===== config.mk =====
export PLATFORM = sky130hd
export DESIGN_NAME = card_number_luhn_classifier
export DESIGN_NICKNAME = d
export VERILOG_FILES = /design/src/design/clc_pkg.sv /design/src/design/card_number_luhn_classifier.sv /design/src/design/clc_digit_cell.sv /design/src/design/clc_luhn_acc.sv
export SDC_FILE = /design/constraint.sdc
export NUM_CORES = 1
export LEC_CHECK = 0
export BUFFER_PORTS_ARGS = -buffer_cell sky130_fd_sc_hd__clkbuf_2
export CORE_ASPECT_RATIO = 1.1
export CORE_MARGIN = 3
export CORE_UTILIZATION = 50
export DETAILED_ROUTE_END_ITERATION = 16
export PLACE_DENSITY = 0.68
export SLEW_MARGIN = 15
export SYNTH_ARGS = -nofsm -noshare
export SYNTH_HDL_FRONTEND = slang
export SYNTH_SLANG_ARGS = --single-unit

===== constraint.sdc =====
create_clock -name i_clk -period 9.4 [get_ports i_clk]
set_input_delay 1.41 -clock i_clk [delete_from_list [all_inputs] [get_ports i_clk]]
set_output_delay 1.41 -clock i_clk [all_outputs]
set_load 0.02 [all_outputs]

===== src/design/clc_pkg.sv =====
// shared types and constants for the card number luhn classifier
// used by the digit cell, the luhn accumulator and the top level
`default_nettype none

package clc_pkg;

    localparam int unsigned IN_W    = 63;
    localparam int unsigned DIGIT_W = 4;
    localparam int unsigned COUNT_W = 5;

    localparam logic [1:0] VERDICT_INVALID = 2'd0;
    localparam logic [1:0] VERDICT_AMEX    = 2'd1;
    localparam logic [1:0] VERDICT_MASTER  = 2'd2;
    localparam logic [1:0] VERDICT_VISA    = 2'd3;

    // control shared by every cell of the digit row
    typedef struct packed {
        logic clear;
        logic shift;
        logic scan;
    } t_cell_ctl;

    // control of the luhn accumulator
    typedef struct packed {
        logic clear;
        logic step;
    } t_acc_ctl;

    // what the accumulator has gathered once the row is scanned
    typedef struct packed {
        logic [DIGIT_W-1:0] sum_mod;
        logic [COUNT_W-1:0] count;
        logic [DIGIT_W-1:0] top_hi;
        logic [DIGIT_W-1:0] top_lo;
    } t_acc_res;

endpackage

`default_nettype wire


===== src/design/card_number_luhn_classifier.sv =====
// card number luhn classifier: bit-serial binary to decimal row, then a digit scan
// one item at a time: its bits are shifted through the digit row, its digits are
// scanned into the luhn accumulator, and the verdict is formed once the output
// register is free; the result sits in that output register until taken, while
// a new item may be accepted
// reset (synchronous, active low) returns the sequencer to idle and drops o_out_valid
`default_nettype none

module card_number_luhn_classifier #(
    parameter int unsigned MAX_DIGITS = 19
) (
    input  wire logic                        i_clk,
    input  wire logic                        i_rst_n,
    input  wire logic                        i_in_valid,
    output logic                             o_in_ready,
    input  wire logic [clc_pkg::IN_W-1:0]    i_card_value,
    output logic                             o_out_valid,
    input  wire logic                        i_out_ready,
    output logic [1:0]                       o_verdict,
    output logic                             o_luhn_pass,
    output logic [clc_pkg::COUNT_W-1:0]      o_digit_count
);

    localparam int unsigned CNT_W = $clog2(clc_pkg::IN_W + 1);

    localparam logic [1:0] ST_IDLE = 2'd0;
    localparam logic [1:0] ST_CONV = 2'd1;
    localparam logic [1:0] ST_SCAN = 2'd2;
    localparam logic [1:0] ST_FIN  = 2'd3;

    logic [1:0]                   r_state;
    logic [1:0]                   n_state;
    logic [CNT_W-1:0]             r_cnt;
    logic [CNT_W-1:0]             n_cnt;
    logic [clc_pkg::IN_W-1:0]     r_bin;
    logic                         r_ovf;
    logic                         r_out_valid;
    logic [1:0]                   r_verdict;
    logic                         r_pass;
    logic [clc_pkg::COUNT_W-1:0]  r_count;

    clc_pkg::t_cell_ctl           cell_ctl;
    clc_pkg::t_acc_ctl            acc_ctl;
    clc_pkg::t_acc_res            acc_res;

    logic [MAX_DIGITS:0]          carry;
    logic [clc_pkg::DIGIT_W-1:0]  digit [MAX_DIGITS+1];

    logic                         accept;
    logic                         out_free;
    logic                         fin_load;
    logic                         pass;
    logic [1:0]                   verdict;

    assign accept   = i_in_valid && o_in_ready;
    assign out_free = !r_out_valid || i_out_ready;
    assign fin_load = (r_state == ST_FIN) && out_free;

    assign o_in_ready = (r_state == ST_IDLE);

    always_comb begin
        cell_ctl = '{clear: accept, shift: (r_state == ST_CONV), scan: (r_state == ST_SCAN)};
        acc_ctl  = '{clear: accept, step: (r_state == ST_SCAN)};
    end

    // row of digit cells: carries run upward, scanned digits run downward
    assign carry[0]          = r_bin[clc_pkg::IN_W-1];
    assign digit[MAX_DIGITS] = '0;

    for (genvar g = 0; g < MAX_DIGITS; g++) begin : g_cell
        clc_digit_cell u_cell (
            .i_clk   (i_clk),
            .i_ctl   (cell_ctl),
            .i_carry (carry[g]),
            .i_digit (digit[g+1]),
            .o_carry (carry[g+1]),
            .o_digit (digit[g])
        );
    end

    clc_luhn_acc u_acc (
        .i_clk   (i_clk),
        .i_ctl   (acc_ctl),
        .i_pos   (r_cnt[clc_pkg::COUNT_W-1:0]),
        .i_digit (digit[0]),
        .o_res   (acc_res)
    );

    always_comb begin
        n_state = r_state;
        n_cnt   = r_cnt;
        unique case (r_state)
            ST_IDLE: begin
                if (accept) begin
                    n_state = ST_CONV;
                    n_cnt   = '0;
                end
            end
            ST_CONV: begin
                n_cnt = r_cnt + 1'b1;
                if (r_cnt == CNT_W'(clc_pkg::IN_W - 1)) begin
                    n_state = ST_SCAN;
                    n_cnt   = '0;
                end
            end
            ST_SCAN: begin
                n_cnt = r_cnt + 1'b1;
                if (r_cnt == CNT_W'(MAX_DIGITS - 1)) begin
                    n_state = ST_FIN;
                end
            end
            ST_FIN: begin
                if (out_free) begin
                    n_state = ST_IDLE;
                end
            end
            default: begin
                n_state = ST_IDLE;
            end
        endcase
    end

    // brand match on the gathered leading digits
    always_comb begin
        pass    = (acc_res.sum_mod == '0) && !r_ovf;
        verdict = clc_pkg::VERDICT_INVALID;
        if (pass) begin
            if (acc_res.count == 5'd15 && acc_res.top_hi == 4'd3
                    && (acc_res.top_lo == 4'd4 || acc_res.top_lo == 4'd7)) begin
                verdict = clc_pkg::VERDICT_AMEX;
            end else if (acc_res.count == 5'd16 && acc_res.top_hi == 4'd5
                    && acc_res.top_lo >= 4'd1 && acc_res.top_lo <= 4'd5) begin
                verdict = clc_pkg::VERDICT_MASTER;
            end else if ((acc_res.count == 5'd16 || acc_res.count == 5'd13)
                    && acc_res.top_hi == 4'd4) begin
                verdict = clc_pkg::VERDICT_VISA;
            end
        end
    end

    always_ff @(posedge i_clk) begin
        if (!i_rst_n) begin
            r_state     <= ST_IDLE;
            r_cnt       <= '0;
            r_out_valid <= 1'b0;
        end else begin
            r_state <= n_state;
            r_cnt   <= n_cnt;
            if (fin_load) begin
                r_out_valid <= 1'b1;
            end else if (i_out_ready) begin
                r_out_valid <= 1'b0;
            end
        end
    end

    always_ff @(posedge i_clk) begin
        if (accept) begin
            r_bin <= i_card_value;
            r_ovf <= 1'b0;
        end else if (r_state == ST_CONV) begin
            r_bin <= {r_bin[clc_pkg::IN_W-2:0], 1'b0};
            // a bit shifted out of the top digit means too many digits
            if (carry[MAX_DIGITS]) begin
                r_ovf <= 1'b1;
            end
        end
        if (fin_load) begin
            r_verdict <= verdict;
            r_pass    <= pass;
            r_count   <= r_ovf ? clc_pkg::COUNT_W'(MAX_DIGITS) : acc_res.count;
        end
    end

    assign o_out_valid   = r_out_valid;
    assign o_verdict     = r_verdict;
    assign o_luhn_pass   = r_pass;
    assign o_digit_count = r_count;

endmodule

`default_nettype wire


===== src/design/clc_digit_cell.sv =====
// one decimal digit of the shift-and-add-3 converter row
// depends on clc_pkg for the control struct and digit width
`default_nettype none

module clc_digit_cell (
    input  wire logic                        i_clk,
    input  wire clc_pkg::t_cell_ctl          i_ctl,
    input  wire logic                        i_carry,
    input  wire logic [clc_pkg::DIGIT_W-1:0] i_digit,
    output logic                             o_carry,
    output logic [clc_pkg::DIGIT_W-1:0]      o_digit
);

    logic [clc_pkg::DIGIT_W-1:0] r_digit;
    logic [clc_pkg::DIGIT_W-1:0] n_digit;
    logic [clc_pkg::DIGIT_W-1:0] adj;

    // correct before the shift so the doubled digit stays decimal
    assign adj     = (r_digit >= 4'd5) ? r_digit + 4'd3 : r_digit;
    assign o_carry = adj[clc_pkg::DIGIT_W-1];
    assign o_digit = r_digit;

    always_comb begin
        n_digit = r_digit;
        if (i_ctl.clear) begin
            n_digit = '0;
        end else if (i_ctl.shift) begin
            n_digit = {adj[clc_pkg::DIGIT_W-2:0], i_carry};
        end else if (i_ctl.scan) begin
            // digits move toward the low end, one per cycle
            n_digit = i_digit;
        end
    end

    always_ff @(posedge i_clk) begin
        r_digit <= n_digit;
    end

endmodule

`default_nettype wire


===== src/design/clc_luhn_acc.sv =====
// luhn sum, digit count and leading digits, one digit per cycle while stepped
// depends on clc_pkg for control and result structs
`default_nettype none

module clc_luhn_acc (
    input  wire logic                        i_clk,
    input  wire clc_pkg::t_acc_ctl           i_ctl,
    input  wire logic [clc_pkg::COUNT_W-1:0] i_pos,
    input  wire logic [clc_pkg::DIGIT_W-1:0] i_digit,
    output clc_pkg::t_acc_res                o_res
);

    logic [clc_pkg::DIGIT_W-1:0] r_sum;
    logic [clc_pkg::COUNT_W-1:0] r_count;
    logic [clc_pkg::DIGIT_W-1:0] r_top_hi;
    logic [clc_pkg::DIGIT_W-1:0] r_top_lo;
    logic [clc_pkg::DIGIT_W-1:0] r_prev;

    logic [clc_pkg::DIGIT_W:0]   dbl;
    logic [clc_pkg::DIGIT_W-1:0] term;
    logic [clc_pkg::DIGIT_W:0]   tot;

    always_comb begin
        dbl  = {i_digit, 1'b0};
        term = i_digit;
        if (i_pos[0]) begin
            // doubled digit above nine folds to its digit sum
            term = (dbl > 5'd9) ? 4'(dbl - 5'd9) : dbl[clc_pkg::DIGIT_W-1:0];
        end
        tot = {1'b0, r_sum} + {1'b0, term};
    end

    always_ff @(posedge i_clk) begin
        if (i_ctl.clear) begin
            r_sum    <= '0;
            r_count  <= '0;
            r_top_hi <= '0;
            r_top_lo <= '0;
            r_prev   <= '0;
        end else if (i_ctl.step) begin
            r_sum  <= (tot >= 5'd10) ? 4'(tot - 5'd10) : tot[clc_pkg::DIGIT_W-1:0];
            r_prev <= i_digit;
            if (i_digit != '0) begin
                r_count  <= i_pos + 5'd1;
                r_top_hi <= i_digit;
                r_top_lo <= r_prev;
            end
        end
    end

    assign o_res = '{sum_mod: r_sum, count: r_count, top_hi: r_top_hi, top_lo: r_top_lo};

endmodule

`default_nettype wire


; Word level (Yosys, flattened, before mapping)
; Cells that the tools add are included.
; W data, S select, Z words.
[totals]
reg_bits = 178
inputBits = 67
out_inout_bits = 10
elab_cells = 199
[op_classes]
n_addsub = 24
magnitude_cmp = 23
n_eq_ne = 17
muxes = 75
bitwise_logic = 1
n_reduce_logical = 26
[op_table]
columns = operator, n
row1 = $mux W4, 60
row2 = $mux W63, 2
row3 = $add A4 B2 Y4 const B, 19
row4 = $ge A4 B3 Y1 const B, 19
row5 = $pmux W6 S3, 1
row6 = $eq A4 B3 Y1 const B, 4
row7 = $mux W2, 6
row8 = $mux W6, 2
row9 = $eq A5 B4 Y1 const B, 2
row10 = $logic_and A1 B1 Y1, 9
row11 = $pmux W2 S4, 1
row12 = $sub A4 B4 Y4 const B, 2
row13 = $add A6 B1 Y6 const B, 1
row14 = $eq A6 B5 Y1 const B, 1
row15 = $eq A6 B6 Y1 const B, 1
row16 = $ne A2 B1 Y1 const B, 3
row17 = $reduce_and A2 Y1, 3
row18 = $reduce_bool A2 Y1, 3
row19 = $add A4 B4 Y5, 1
row20 = $add A5 B1 Y5 const B, 1
row21 = $eq A5 B5 Y1 const B, 1
row22 = $ge A5 B4 Y1 const B, 1
row23 = $gt A5 B4 Y1 const B, 1
row24 = $eq A2 B2 Y1 const B, 2
row25 = other kinds (15), 20

; Depth between registers and ports, before layout
[depth]
word_depth = 6
depth_mapped = 16

; Modules after synthesis
; Synthesis repeated with hierarchy kept, for this count alone.
[unflattened]
cells_unflattened = 1031
hier_area_um2 = 10094.7
[modules_own_cells]
columns = mod, n_inst, cells_each, area_each_um2, seq_area_each_um2
row1 = clc_digit_cell, 19, 35, 280.3, 80.1
row2 = card_number_luhn_classifier, 1, 232, 3623.5, 2332.2
row3 = clc_luhn_acc, 1, 134, 1146.1, 420.4

; Worst setup path after synthesis
; Ideal clock, no wire load.
[synth_path]
path_type = in2reg
startpoint = input port i_in_valid
endpoint = register r_bin[0] (netlist name) (enable)
t_arrival_ns = 3.163
required_ns = 8.969
path_slack_ns = 5.806
stages = 3
path_buffers = 1
path_cell_list = nand2_1 clkbuf_1 nand2b_1
[synth_via]
elab_chain_cells = 2
[synth_lines]
columns = element, line
row1 = from (decl), card_number_luhn_classifier.sv:14  ; input wire logic i_in_valid,
row2 = $logic_and A1 B1 Y1, card_number_luhn_classifier.sv:55  ; assign accept = i_in_valid && o_in_ready;
row3 = $reduce_bool A2 Y1 (no source line), n/a
row4 = to (signal assigned), card_number_luhn_classifier.sv:159  ; r_bin <= i_card_value;
row5 = to (signal assigned), card_number_luhn_classifier.sv:162  ; r_bin <= {r_bin[clc_pkg::IN_W-2:0], 1'b0};
row6 = to (decl), card_number_luhn_classifier.sv:35  ; logic [clc_pkg::IN_W-1:0] r_bin;
; Every way passes these cells.
; A chain may end at the register's enable or synchronous reset.

; Worst setup path after layout
[layout_path]
startpoint = register g_cell[0].u_cell.r_digit, in the netlist g_cell[0].u_cell.o_digit[0]
endpoint = register u_acc.r_sum[2] (netlist name)
[layout_via]
elab_chain_cells = 6
word_cells_on_any_way = 8
cone_classes = add/sub (3) / order compare (2) / mux (3)
[layout_lines]
columns = element, line
row1 = from (decl), clc_digit_cell.sv:14  ; logic [clc_pkg::DIGIT_W-1:0] r_digit;
row2 = from (signal assigned), clc_digit_cell.sv:36  ; r_digit <= n_digit;
row3 = $sub A4 B4 Y4 or $gt A5 B4 Y1 (tied branches), clc_luhn_acc.sv:28  ; term = (dbl > 5'd9) ? 4'(dbl - 5'd9) : dbl[clc_pkg::DIGIT_W-1:0];
row4 = $mux W4, clc_luhn_acc.sv:28
row5 = $mux W4 (*), clc_luhn_acc.sv:26  ; if (i_pos[0]) begin
row6 = $add A4 B4 Y5 (*), clc_luhn_acc.sv:30  ; tot = {1'b0, r_sum} + {1'b0, term};
row7 = $sub A4 B4 Y4 or $ge A5 B4 Y1 (tied branches), clc_luhn_acc.sv:41  ; r_sum <= (tot >= 5'd10) ? 4'(tot - 5'd10) : tot[clc_pkg::DIGIT_W-1:0];
row8 = $mux W4 (*), clc_luhn_acc.sv:41
row9 = to (signal assigned), clc_luhn_acc.sv:41
row10 = to (decl), clc_luhn_acc.sv:13  ; logic [clc_pkg::DIGIT_W-1:0] r_sum;
; Every way passes the cells marked *; elsewhere a longest branch is shown, timed or not.

==> metrics.md <==
| Metric | Value |
|---|---|
| Status | completed |
| Buffer depth of the longest clock path | 2 |
| Pin count of the biggest net entering global routing | 100 |
| Antenna violations before repair | 0 |
| Kind of cell adding the most delay to the critical path | adder cells |
| Wire length of the first global-routing pass | 34.2 mm |
| Setup CP Type | flip-flop to flip-flop |
| # hold bufs at CTS | 0 |
| Slowest library cell on the worst path | dfxtp_1 |
| F_max | 292 MHz |
| Full die area | 21400 µm² |
| Vias per cell | 5.31 |
| Worst min-delay path class | flip-flop to flip-flop |
| Final Instance Area | 10900 µm² |
| Routability Congestion | ~0.82 |
| Number of endpoints with negative hold slack in the final report | 0 |
| CTS root buffer | clkbuf_16 |
| Leakage | 0.00447 µW |
| Post-CTS setup buffers | 0 |
| Share of the yosys chip area belonging to registers | 43.4% |
| # H-tree levels | 4 |
| Clock tree sinks | 178 |
| Final wirelength | 19.9 mm |
| Post-synthesis instance total | 1162 |
| Clock transition at path regs | about 0.070 ns |
| Number of flops mapped to enable cells by yosys | 71 |
| Data arrival at the endpoint of the critical path | roughly 3.8 ns |
| Type of destination of the critical path | flip-flop |
| Ratio of cells with drive above 1 in the final layout | a little over a tenth |
| Number of global-route vias before repair | 7171 |
| Number of standard-cell rows in the floorplan | 53 |
| Number of top-level pins | 77 |
| Maximum vdd drop | 0.329 mV |
| TritonCTS clock tree | done |
| Highest cell delay on the worst timing path | 0.54 ns |
| Source-to-sink clock delay at the later pin of the worst-skew pair | around 0.44 ns |
| Endpoints failing setup | 0 |
| Synthesized area | 9840 µm² |
| Num CTS Buffers | 17 |
| Place WS | around 6 ns |
| CP Cell Sequence | inv_1 > ha_1 > inv_1 > a21oi_1 > a21oi_1 > ha_1 > inv_1 > fa_1 > xnor2_2 > inv_1 > ha_1 > o31ai_1 > a311o_1 > or3_1 > a31oi_1 |
| Areal power density over the cells | 348 nW/µm² |
| Type of element launching the critical path | flip-flop |
| Unique cell type count in the Yosys netlist | 53 |
| Synthesis-to-finish area growth | 11.1% |
| Cell occurring most often along the worst timing path | inv_1 |
| Normalized max-slew margin | between 30% and 40% |
| Drt initial violations | 681 |
| Aggregate negative setup slack | 0 ns |
| Total nets after synthesis | 1280 |
| Crit-path max FO | 9 |
| Via total after detailed routing | just under 8000 |
| Starting utilization of the core area | about half |
| Area after DPL | a little over 10000 µm² |
| Worst clock skew on the final layout | 0.0136 ns |
| Unrepaired setup endpoints after global routing | false |
| Endpoint required time on the critical path | 9.76 ns |
| Sum of overflow across all layers after global routing | 0 |
| Die X-Extent | approximately 140 µm |
| Combined buffer and inverter count along the critical path | 4 |
| Number of max-capacitance violations reported | 0 |
| Core Footprint | 19200 µm² |
| Post-layout minimum cycle time | 3.42 ns |
| Most instantiated flip-flop cell in the synthesis netlist | dfxtp_1 |
| IO buf count | 76 |
| Number of gates resized after CTS | 0 |
| Async S/R FF share, synth | 0% |
| Syn Area/Cell | 8.47 µm² |
| Min Hold Slack | 0.451 ns |
| Number of storage elements in the synthesis netlist | 178 |
| Gr usage total | 18.8% |
| Wire length per cell after detailed routing | 13.7 µm |
| Tcrit/Tclk final | 36.4% |
| DRT Pass-1 Iters | 5 |
| DRC errors left | 0 |
| Number of nets in the layout | 1314 |
| Utilization after layout | a little under three fifths |
| Warnings, synthesis | 0 |
| Actual transition at the worst max-transition pin | 1.02 ns |
| Antenna-violating nets left | 0 |
| Dpl hpwl | 13.0 mm |
| Die boundary height | 153 µm |
| Final Max Slew Viols | 0 |
| Worst Slack Setup Final | between 5 and 6 ns |
| ANT cells | 0 |
## cell families (layout without fill, tap and decap cells)
logic type	after synthesis	after routing	share of synthesized area [%]
DFF	178	178	43.4
adders and majority gates	51	51	6.56
buffers and inverters	135	182	5.28
and+or+nand+nor	498	498	21.7
muxes	64	64	6.51
xor gates and xnor gates	26	26	2.39
AOI/OAI and AO/OA	210	210	14.1
## final cells by class
cell class / instances / area [µm²]
inverter: 68 / 255
multi-input combinational: 849 / 5080
timing repair buffer: 82 / 425
clock inverter: 15 / 161
clock buffer: 17 / 425
fill: 1778 / 8300
sequential: 178 / 4270
tap: 247 / 309
## tightest hold or removal path, stage by stage (launching register included)
cell	delay, ns
dfxtp_1	0.31
nand2_1	0.05
a21oi_1	0.05
## cell usage after synthesis (2+ instances only)
cell type  instances  area, µm²
ha_1              50        626
nor3b_1            4       30.0
or3_1              2       12.5
buf_1              8       30.0
xor2_1             2       17.5
a211oi_1          41        308
o21a_1            18        135
buf_2              9       45.0
nor2_1           108        405
a22oi_1           16        120
a22o_1             2       17.5
a311o_1           16        160
or2_2              4       25.0
nor2b_1            6       37.5
edfxtp_1          71       2130
a31oi_1            3       18.8
nand3b_1           4       30.0
a21o_1             2       15.0
xnor2_1           23        201
inv_1             68        255
o211ai_1           4       30.0
nand2_1          271       1020
o21ai_0           37        185
and2_1             5       31.3
nor3_1             3       15.0
nand2b_1          39        244
a21oi_1           60        300
mux2i_1           64        641
dfxtp_1          107       2140
nand3_1           44        220
clkbuf_1          49        184
## final timing paths
kind,start,cells past startpoint,endpoint,slack (ns)
setup / recovery,g_cell[0].u_cell.o_digit[0],15,u_acc.r_sum[2],5.98
hold / removal,u_acc.r_prev[2],2,u_acc.r_top_lo[2],0.45
setup reg to reg,g_cell[0].u_cell.o_digit[0],15,u_acc.r_sum[2],5.98
hold reg to reg,u_acc.r_prev[2],2,u_acc.r_top_lo[2],0.45
## cell usage in the layout, fill, tap and decap left out, types with 2 or more instances in the layout
master	instances
nand2_1	270
nor2_1	108
dfxtp_1	107
clkbuf_2	76
edfxtp_1	71
inv_1	68
mux2i_1	64
a21oi_1	60
ha_1	48
nand3_1	44
a211oi_1	41
nand2b_1	38
o21ai_0	37
xnor2_1	23
o21a_1	18
clkbuf_16	17
a311o_1	16
a22oi_1	16
nor2b_1	6
buf_4	6
inv_8	5
nand3b_1	4
o211ai_1	4
or2_2	4
and2_1	4
nor3b_1	4
nor3_1	3
a31oi_1	3
clkinv_8	3
inv_6	3
a21o_1	2
xor2_1	2
a22o_1	2
or3_1	2
ha_4	2
clkinv_4	2
## stage by stage
stage                     power [µW]  cells
after floorplan                 2750   1162
after detailed placement        3130   1424
after CTS                       3840   1456
final                           3810   1456
after global placement          3090   1424
after global routing            4150   1456
## metal layers
| layer | vias to the layer above | global-route usage [%] | share of wire [%] |
|---|---|---|---|
| met3 | 17 | 3.72 | 3.7 |
| met5 | - | 0 | 0 |
| li1 | 4024 | - | - |
| met4 | 0 | 4.52 | 0.90 |
| met1 | 3585 | 25.7 | 47 |
| met2 | 104 | 30.7 | 48 |
## report_power, final
group | internal, µW | switching (µW)
Combinational | 659 | 1040
Sequential | 1190 | 221
Clock | 357 | 343
## flip-flops by register name, indices dropped and copies added (netlist names)
register               count
r_state                    2
u_acc.r_count              5
r_ovf                      1
u_acc.r_prev               4
u_acc.r_top_hi             4
g_cell.u_cell.o_digit     76
o_verdict                  2
r_cnt                      6
u_acc.r_top_lo             4
u_acc.r_sum                4
o_out_valid                1
o_digit_count              5
o_luhn_pass                1
r_bin                     63
Note: power is estimated with default switching activity, not from simulation.
